## config.mk

```make
export PLATFORM = sky130hd
export DESIGN_NAME = tpp_div_cell
export DESIGN_NICKNAME = d
export VERILOG_FILES = /design/src/tpp_pkg.sv /design/src/tpp_div_cell.sv
export SDC_FILE = /design/constraint.sdc
export NUM_CORES = 1
export LEC_CHECK = 0
export BUFFER_PORTS_ARGS = -buffer_cell sky130_fd_sc_hd__buf_2
export CAP_MARGIN = 20
export CORE_AREA = 5 5 264 266
export CTS_CLUSTER_DIAMETER = 150
export CTS_CLUSTER_SIZE = 10
export DETAILED_ROUTE_END_ITERATION = 10
export DIE_AREA = 0 0 269 271
export GPL_TIMING_DRIVEN = 0
export PLACE_DENSITY = 0.56
export SLEW_MARGIN = 20
export SYNTH_ARGS = -nofsm -noshare
export SYNTH_HDL_FRONTEND = slang
export SYNTH_SLANG_ARGS = --single-unit
```

## constraint.sdc

```tcl
create_clock -name clock -period 8.5 [get_ports clock]
set_input_delay 1.7 -clock clock [delete_from_list [all_inputs] [get_ports clock]]
set_output_delay 1.7 -clock clock [all_outputs]
set_load 0.03 [all_outputs]
```

## src/tpp_pkg.sv

```systemverilog
package tpp_pkg;

   localparam int LANES   = 6;
   localparam int CELLS   = 8;
   localparam int LATENCY = CELLS + 3;
   localparam int QUO_W   = 8;
   localparam int REM_W   = 23;
   localparam int DVS_W   = 22;

   typedef struct packed {
      logic signed [15:0] ax;
      logic signed [15:0] ay;
      logic signed [15:0] az;
      logic signed [15:0] bx;
      logic signed [15:0] by;
      logic signed [15:0] bz;
      logic signed [15:0] cx;
      logic signed [15:0] cy;
      logic signed [15:0] cz;
      logic signed [35:0] normal_depth;
      logic [7:0]         colour_in;
   } tpp_req_type;

   typedef struct packed {
      logic [7:0] pa_col;
      logic [7:0] pa_row;
      logic [7:0] pb_col;
      logic [7:0] pb_row;
      logic [7:0] pc_col;
      logic [7:0] pc_row;
      logic [7:0] colour_out;
      logic [1:0] shade_level;
      logic       depth_fault;
   } tpp_rsp_type;

   typedef struct packed {
      logic [REM_W-1:0] rem;
      logic [DVS_W-1:0] dvs;
      logic [QUO_W-1:0] quo;
      logic             force_zero;
      logic             force_max;
   } tpp_lane_type;

   typedef struct packed {
      logic                          valid;
      tpp_lane_type [LANES-1:0]      lane;
      logic [7:0]                    colour;
      logic [1:0]                    shade;
      logic                          fault;
   } tpp_stage_type;

   typedef enum logic [1:0] {
      REG_X_SCALE    = 2'd0,
      REG_Y_SCALE    = 2'd1,
      REG_SHADE_LOW  = 2'd2,
      REG_SHADE_HIGH = 2'd3
   } tpp_csr_reg_type;

   localparam logic [1:0] SHADE_DIM = 2'd1;
   localparam logic [1:0] SHADE_MID = 2'd2;
   localparam logic [1:0] SHADE_HI  = 2'd3;

endpackage

```

## src/tpp_div_cell.sv

```systemverilog
module tpp_div_cell (
   input  logic                   clock,
   input  logic                   reset,
   input  tpp_pkg::tpp_stage_type stage_in,
   output tpp_pkg::tpp_stage_type stage_out
);
   import tpp_pkg::*;

   tpp_stage_type next_in, cell_ff;

   // one restoring quotient bit per lane, divisor halves on its way down
   always_comb begin
      next_in = stage_in;
      for (int k = 0; k < LANES; k++) begin
         if (stage_in.lane[k].rem >= {1'b0, stage_in.lane[k].dvs}) begin
            next_in.lane[k].rem = stage_in.lane[k].rem - {1'b0, stage_in.lane[k].dvs};
            next_in.lane[k].quo = {stage_in.lane[k].quo[QUO_W-2:0], 1'b1};
         end else begin
            next_in.lane[k].quo = {stage_in.lane[k].quo[QUO_W-2:0], 1'b0};
         end
         next_in.lane[k].dvs = stage_in.lane[k].dvs >> 1;
      end
   end

   always_ff @(posedge clock) begin
      if (reset) begin
         cell_ff.valid <= 1'b0;
      end else begin
         cell_ff.valid <= next_in.valid;
      end
      cell_ff.lane   <= next_in.lane;
      cell_ff.colour <= next_in.colour;
      cell_ff.shade  <= next_in.shade;
      cell_ff.fault  <= next_in.fault;
   end

   assign stage_out = cell_ff;

endmodule

```

==> results.yml, run 1 <==
detailed_routing:
  drt_wl_total_um: 55000
  avgRoutedWirePerCell_um: 17.0
  viasPerCell: 4.33
  vias: 14007
  drc_errors: 0
  postRouteAntennaNets: 0
  dr.pass1.iters: 4
  drt_first_iter_violations: 504
global_routing:
  grt_max_degree: 11
  grt_pass1_wl_um: 81600
  antenna_found_initial: 6
  overflow: 0
  grt_use_total: 0.141
  grt_pass1_vias: 14349
timing:
  whs_ps: 1250
  slew_violations: 0
  fin_setup_tns_ps: 0
  period_share: 0.501
  slew_headroom: 0.580
  setup_ws_ps: 4240
  hold_viol: 0
  rsz0062_at_grt: "false"
  finalSetupViolations: 0
  fin_crit_ps: 4260
  worst_pin_slew_ps: 622
  fmax_mhz: 235
power:
  switching_share: 0.341
  cellLeakagePower_nw: 10.5
  clkPwrFrac: 0.312
  ir_worst_vdd_mv: 0.158
  sequentialPowerShare: 0.380
  combPwrFrac: 0.307
  power_density_nw_per_um2: 225
  power_mw: 4.77
  internal_power_mw: 3.14
  p_sw_mw: 1.63
synthesis:
  syn_area_um2: 15600
  synth-seq-cells: 336
  synth.avg_cell_area_um2: 9.56
  synthFlopType: "dfxtp_1"
  synth_edf_count: 0
  netlist_instances: 1634
  ys_types: 71
  async_reset_ff_frac: 0
  yosysSeqAreaShare: 0.431
  ys_warn_count: 0
setup_path:
  critPathLaunchType: "primary input"
  critPathArrivalTime_ps: 4750
  path_max_fanout: 4
  crit_required_ps: 8990
  endpoint_kind: "flop"
  path_class: "in -> reg"
cells_and_area:
  final_util: 0.317
  fillers: 7142
  syn_to_final_growth_pct: 35.6
  stdcell_area_um2: 21200
  seqCellArea_um2: 6730
  drive_above_1_share: 0.355
  fin_nets: 2835
  fin_cells: 3235
  largest_reg_flops: 336
  multi_input_area_um2: 7990
clocking:
  cts_root_buffer: "clkbuf_16"
  cts_setup_buffers: 0
  htreeDepth: 2
  cts_buffers: 39
  clkSinkCount: 336
  ctsResizeCount: 0
  clk_pin_slew_worst_paths_ps: 60
  clock_path_buffers: 3
  cts_hold_buf: 0
  cts_tree: "done"
die:
  die_x_um: 269
  rows: 95
  initial_core_util: 0.234
  pin_count: 686
  design.die.area_um2: 72900
  core_area_um2: 66800
  die_h_um: 271
placement:
  gp_congestion: 0.870
  dp_cells: 3185
  place_hpwl_um: 46300
  dp_slack_ps: 3690
  port-buffer-count: 673
  dpl-instance-area_um2: 20100
run_status:
  status: "finished, final reports clean"
flow_run:
  maxCapViolations: 0
hold_path:
  hold_path_class: "in -> reg"
-- cells by family (layout without fill, tap and decap cells) --
| logic type | after synthesis | after routing | share of synthesized area |
|---|---|---|---|
| xor gates and xnor gates | 108 | 108 | 0.0606 |
| DFF | 336 | 336 | 0.431 |
| other | 1 | 13 | 0.000240 |
| and+or+nand+nor | 332 | 332 | 0.104 |
| muxes | 99 | 99 | 0.0705 |
| buffers and inverters | 229 | 945 | 0.0588 |
| adders and majority gates | 138 | 138 | 0.113 |
| AOI/OAI and AO/OA | 391 | 391 | 0.161 |
-- path summary, 6_finish.rpt --
| kind | startpoint | end | slack (ps) | depth (start not counted) |
|---|---|---|---|---|
| setup / recovery | stage_in[318] | stage_out[336] | 4240 | 13 |
| hold / removal | stage_in[5] | stage_out[5] | 1250 | 1 |
-- power groups by stage --
stage | clock (mW) | combinational [mW] | sequential, mW
floorplan | 0 | 0.585 | 2.24
global placement | 0 | 1.48 | 1.84
detailed placement | 0 | 1.47 | 1.85
CTS | 1.56 | 1.48 | 1.82
global route | 1.62 | 1.59 | 1.83
finish | 1.49 | 1.46 | 1.81
-- cells in the mapped netlist (14+ instances only) --
library cell	number	area share
a21o_1	51	0.025
nand3_1	36	0.012
xnor2_1	76	0.043
nor2_1	64	0.015
dfxtp_1	336	0.43
nand4_1	14	0.0056
ha_1	132	0.11
a21oi_1	109	0.035
xor2_1	32	0.018
clkbuf_1	23	0.0055
a31oi_1	14	0.0056
nor3_1	28	0.0090
nor2b_1	16	0.0064
mux2_2	88	0.063
o21ai_0	92	0.029
o21bai_1	23	0.011
nand2_1	106	0.025
inv_1	189	0.045
-- final cells by class --
type | instances | share of cell area
multi-input cells | 1074 | 0.377
inverters | 189 | 0.0335
plain buffers | 40 | 0.00987
clock buffers | 40 | 0.0473
flip-flops and latches | 336 | 0.318
clock inverters | 3 | 0.00260
well taps | 873 | 0.0516
diodes | 7 | 0.000828
repair buffers | 673 | 0.159
-- critical path, stage by stage --
cell     delay (ps)
buf_2           100
inv_1            70
ha_1            190
inv_1            60
fa_1            400
a21oi_1         220
o21ai_0         120
a21oi_1         320
o21ai_0         250
a21oi_1         460
o21ai_0         180
xnor2_1         420
mux2_2          260
-- cells in the final DEF, fill, tap and decap left out, types with 5 or more instances in the layout --
cell type / synthesis / layout
o31ai_1: 6 / 6
fa_1: 6 / 6
o21ai_0: 92 / 92
nor2b_1: 16 / 16
and3_1: 11 / 11
nor2_1: 64 / 64
o21a_1: 9 / 9
a211oi_1: 9 / 9
a21o_1: 51 / 51
mux2_2: 88 / 88
o211ai_1: 7 / 7
diode_2: 0 / 7
conb_1: 1 / 6
ha_1: 132 / 132
xnor2_1: 76 / 76
clkbuf_16: 0 / 40
buf_2: 5 / 678
mux2i_1: 11 / 11
nand3b_1: 7 / 7
a21boi_0: 7 / 7
xor2_1: 32 / 32
nor3_1: 28 / 28
a31oi_1: 14 / 14
or3_1: 5 / 5
a221oi_1: 5 / 5
inv_1: 189 / 189
nand2b_1: 13 / 13
a21oi_1: 109 / 109
a311oi_1: 6 / 6
nand2_1: 106 / 106
buf_4: 10 / 10
o21bai_1: 23 / 23
nand3_1: 36 / 36
and2_1: 12 / 12
clkbuf_1: 23 / 23
nand4_1: 14 / 14
dfxtp_1: 336 / 336
a211o_1: 7 / 7
-- per-layer routing --
layer / share of wire / global-route usage
met2: 0.51 / 0.256
met4: 0.019 / 0.0363
met1: 0.41 / 0.164
met5: 0.00036 / 0
met3: 0.068 / 0.0368
No activity file was read; power rests on OpenSTA's default activity.
==> run 2: changes to the inputs <==
ABC_AREA = 1   (was not set)
CORE_AREA = 5 5 268 270   (was 5 5 264 266)
DIE_AREA = 0 0 273 275   (was 0 0 269 271)
PLACE_DENSITY = 0.61   (was 0.56)
clock period = 4.3 ns   (was 8.5 ns; I/O delays follow)
==> results.yml, run 2 <==
run_status:
  status: "finished, final reports clean"
synthesis:
  async_reset_ff_frac: 0
  synth_edf_count: 0
  syn_area_um2: 19100
  ys_warn_count: 0
  ys_types: 24
  yosysMostFrequentCell: "nand2_1"
  yosysTopAreaCell: "dfxtp_1"
  synth_area_leaders: "dfxtp_1 (35%), nand2_1 (25%), inv_1 (12%), ha_1 (8.6%), nand3_1 (4.9%)"
  yosysSeqAreaShare: 0.352
  synth_top_cells_by_count: "nand2_1 (1281), inv_1 (613), dfxtp_1 (336)"
  synth.avg_cell_area_um2: 6.38
  synth_top_area_frac: 0.352
  synth-seq-cells: 336
  synthFlopType: "dfxtp_1"
  netlist_instances: 2996
cells_and_area:
  largest_reg_flops: 336
  drive_above_1_share: 0.209
  fin_nets: 4197
  stdcell_area_um2: 24800
  syn_to_final_growth_pct: 29.5
  final_common_cell: "nand2_1"
  fin_cells: 4665
  final_cell_mix: "nand2_1 (1281), buf_2 (673), inv_1 (613), dfxtp_1 (336), nand3_1 (188)"
  final_util: 0.357
global_routing:
  antenna_found_initial: 17
  grt_pass1_wl_um: 104000
  grt_max_degree: 11
  overflow: 0
  grt_use_total: 0.177
  grt_pass1_vias: 18673
detailed_routing:
  drt_first_iter_violations: 1011
  avgRoutedWirePerCell_um: 15.2
  viasPerCell: 4.21
  vias: 19640
  drc_errors: 0
  drt_wl_total_um: 70900
  dr.pass1.iters: 8
  postRouteAntennaNets: 0
setup_path:
  endpoint_kind: "flop"
  crit_path_frequent_cell: "nand2_1"
  path_max_fanout: 7
  critPathMaxStageDelay_ps: 570
  critPathArrivalTime_ps: 2900
  crit_required_ps: 4680
  cp_cell_sequence: "buf_2, inv_1, ha_1, nand2_1, inv_1, nand2_1, nand2_1, a21oi_1, nand4_4, o21ai_0"
  path_class: "in -> reg"
  crit_family: "compound AO/OA/AOI/OAI gates"
  crit_path_top_delay_cell: "o21ai_0"
  critPathLaunchType: "primary input"
  crit_buf_inv: 3
placement:
  gp_congestion: 0.931
  port-buffer-count: 673
  dpl-instance-area_um2: 23700
  dp_cells: 4614
  place_hpwl_um: 60500
  dp_slack_ps: 1280
power:
  p_sw_mw: 3.54
  cellLeakagePower_nw: 14.9
  ir_worst_vdd_mv: 0.275
  combPwrFrac: 0.323
  sequentialPowerShare: 0.367
  power_density_nw_per_um2: 391
  clkPwrFrac: 0.311
  internal_power_mw: 6.15
  switching_share: 0.366
  power_mw: 9.69
die:
  die_x_um: 273
  design.die.area_um2: 75100
  core_area_um2: 69300
  initial_core_util: 0.276
  rows: 97
  pin_count: 686
  die_h_um: 275
clocking:
  cts_root_buffer: "clkbuf_16"
  cts_hold_buf: 0
  htreeDepth: 2
  cts_tree: "done"
  clk_pin_slew_worst_paths_ps: 60
  clock_path_buffers: 3
  cts_buffers: 39
  clkSinkCount: 336
  ctsResizeCount: 0
  cts_setup_buffers: 0
timing:
  whs_ps: 405
  worst_pin_slew_ps: 644
  fin_setup_tns_ps: 0
  setup_ws_ps: 1780
  hold_viol: 0
  period_share: 0.585
  fin_crit_ps: 2520
  fmax_mhz: 397
  finalSetupViolations: 0
  slew_violations: 0
  rsz0062_at_grt: "false"
  slew_headroom: 0.566
hold_path:
  hold_path_class: "in -> reg"
flow_run:
  maxCapViolations: 0
[run 2: changes by cell type after synthesis, sizes merged, moves of 25 or more]
cell    delta
inv      +430
nor2     +121
nand3    +152
o21ai     -86
a21oi     -43
nand2   +1179
a21o      -51
nand3b    +25
xnor2     -76
mux2      -88
[run 2: worst paths after layout]
check | cells after the start | startpoint | to | slack, ps
max | 10 | stage_in[203] | stage_out[208] | 1780
min | 1 | stage_in[7] | stage_out[7] | 400
[run 2: layout make-up]
class | instances | area [um2]
diodes | 9 | 22.5
plain buffers | 30 | 282
clock buffers | 41 | 1030
clock inverters | 1 | 30.0
fillers | 7597 | 44500
inverters | 619 | 2320
multi-input cells | 2016 | 9810
flip-flops and latches | 336 | 6730
well taps | 940 | 1180
repair buffers | 673 | 3370
[run 2: logic make-up after synthesis]
logic type	share of synthesized area
AND/OR/NAND/NOR	0.373
adder cells (fa/ha/maj)	0.0926
other	0.000196
AO/OA/AOI/OAI	0.0211
flip-flops	0.352
XOR/XNOR	0.0252
buffers and inverters	0.136
[run 2: metal layers]
layer	up-vias	wire length [um]	global-route usage
li1	10375	-	-
met5	-	25	0
met4	6	1600	0.0408
met3	91	6010	0.0518
met1	8556	28800	0.206
met2	612	34400	0.321
[run 2: power groups by stage]
stage	registers, mW	logic (mW)	clock network, mW
floorplan	4.35	1.35	0
global placement	3.61	3.14	0
detailed placement	3.62	3.14	0
CTS	3.56	3.15	3.14
global route	3.59	3.44	3.24
finish	3.55	3.13	3.01
==> run 3: changes to the inputs <==
clock period = 2.5 ns   (was 4.3 ns; I/O delays follow)
==> results.yml, run 3 (synthesis results as in run 2) <==
power:
  cellLeakagePower_nw: 14.9
  power_mw: 16.7
  ir_worst_vdd_mv: 0.474
  power_density_nw_per_um2: 672
detailed_routing:
  viasPerCell: 4.20
  postRouteAntennaNets: 0
  drt_first_iter_violations: 1030
  avgRoutedWirePerCell_um: 15.2
  vias: 19621
  dr.pass1.iters: 5
  wl_met3_um: 5740
  drc_errors: 0
  dr.max_layer_used: "met5"
  wl_met2_um: 34400
  drt_wl_total_um: 70900
  met1Wirelength_um: 29200
clocking:
  clock_path_buffers: 3
  cts_tree: "done"
  cts_root_buffer: "clkbuf_16"
  clk_pin_slew_worst_paths_ps: 60
  clkSinkCount: 336
  htreeDepth: 2
  cts_setup_buffers: 0
  cts_buffers: 39
cells_and_area:
  final_common_cell: "nand2_1"
  final_cell_mix: "nand2_1 (1281), buf_2 (673), inv_1 (613), dfxtp_1 (336), nand3_1 (188)"
  drive_above_1_share: 0.209
  fin_nets: 4201
  largest_reg_flops: 336
  fin_cells: 4669
  syn_to_final_growth_pct: 29.7
hold_path:
  min_to: "stage_out[294]"
  holdPathStages: 1
  hold_path_class: "in -> reg"
  min-delay-start: "stage_in[293]"
timing:
  fin_crit_ps: 2340
  hold_viol: 0
  slew_headroom: 0.563
  whs_ps: 45.2
  fin_setup_tns_ps: 0
  worst_pin_slew_ps: 648
  fmax_mhz: 428
  period_share: 0.935
  finalSetupViolations: 0
  rsz0062_at_grt: "false"
  slew_violations: 0
global_routing:
  grt_pass1_wl_um: 104000
  antenna_found_initial: 17
  grt_max_degree: 11
  grt_pass1_vias: 18684
  grt_use_total: 0.177
  overflow: 0
die:
  initial_core_util: 0.276
  die_x_um: 273
  die_h_um: 275
  pin_count: 686
  core_area_um2: 69300
  rows: 97
  design.die.area_um2: 75100
placement:
  dp_cells: 4614
  gp_congestion: 0.931
  port-buffer-count: 673
  place_hpwl_um: 60500
setup_path:
  critPathArrivalTime_ps: 2810
  critPathLaunchType: "primary input"
  path_max_fanout: 10
  crit_path_top_delay_cell: "dlygate4sd3_1"
  path_class: "in -> reg"
  critPathMaxStageDelay_ps: 510
  cp_cell_sequence: "dlygate4sd3_1, buf_2, inv_1, ha_1, nand2_1, nand2_1, nand2_1, nand2_1, a21oi_1, nand4_4, inv_2, buf_6, nand2_1, nand2_1"
  crit_path_frequent_cell: "nand2_1"
  crit_required_ps: 2970
  endpoint_kind: "flop"
flow_run:
  maxCapViolations: 0
run_status:
  status: "finished, final reports clean"
[run 3: cell count changes in the layout (fill, tap and decap cells not counted), sizes merged]
cell / delta
dlygate4sd3: +4
[run 3: repair_timing]
| item | in CTS | in global routing |
|---|---|---|
| hold endpoints to repair | 4 | 0 |
| hold buffers | 4 | 0 |
| gates resized for setup | 0 | 0 |
[run 3: area by class of cell]
cell class	count	area (um2)
clock buffers	41	1030
clock inverters	1	30.0
inverters	619	2320
diodes	9	22.5
well taps	940	1180
repair buffers	677	3410
multi-input cells	2016	9810
fillers	7591	44500
plain buffers	30	282
flip-flops and latches	336	6730
[run 3: layer usage]
layer | GRT usage | vias to the layer above
met5 | 0 | -
met4 | 0.0408 | 6
met2 | 0.321 | 597
met1 | 0.207 | 8543
li1 | - | 10383
met3 | 0.0519 | 92
[run 3: stage by stage]
stage	cell area [um2]	setup slack [ps]	util
6_report	24800	163	0.358
5_1_grt	24800	85.5	0.358
4_1_cts	24800	185	0.358
3_5_place_dp	23700	-160	0.342
3_3_place_gp	23700	-186	0.342
2_1_floorplan	19100	530	-
[run 3: worst max-delay path by stage]
stage / from / cells past startpoint / slack, ps / to
CTS: stage_in[96] / 14 / 190 / stage_out[118]
floorplan: stage_in[263] / 12 / 530 / stage_out[277]
global placement: stage_in[203] / 10 / -190 / stage_out[208]
finish: stage_in[96] / 14 / 160 / stage_out[118]
global route: stage_in[96] / 14 / 90 / stage_out[118]
detailed placement: stage_in[203] / 10 / -160 / stage_out[208]
[run 3: critical path: cells and delay by family]
family          cells  cell delay [ps]
fa+ha+maj           1              370
compound gates      1              240
simple gates        7              690
buf+inv             5              980
[run 3: report_power, final]
| group | leakage (nW) | internal (mW) | switching (mW) | total (mW) |
|---|---|---|---|---|
| sequential | 2.83 | 5.97 | 0.142 | 6.11 |
| combinational | 11.6 | 1.64 | 3.75 | 5.38 |
| clock | 0.519 | 2.97 | 2.20 | 5.17 |
| total | 14.9 | 10.6 | 6.09 | 16.7 |
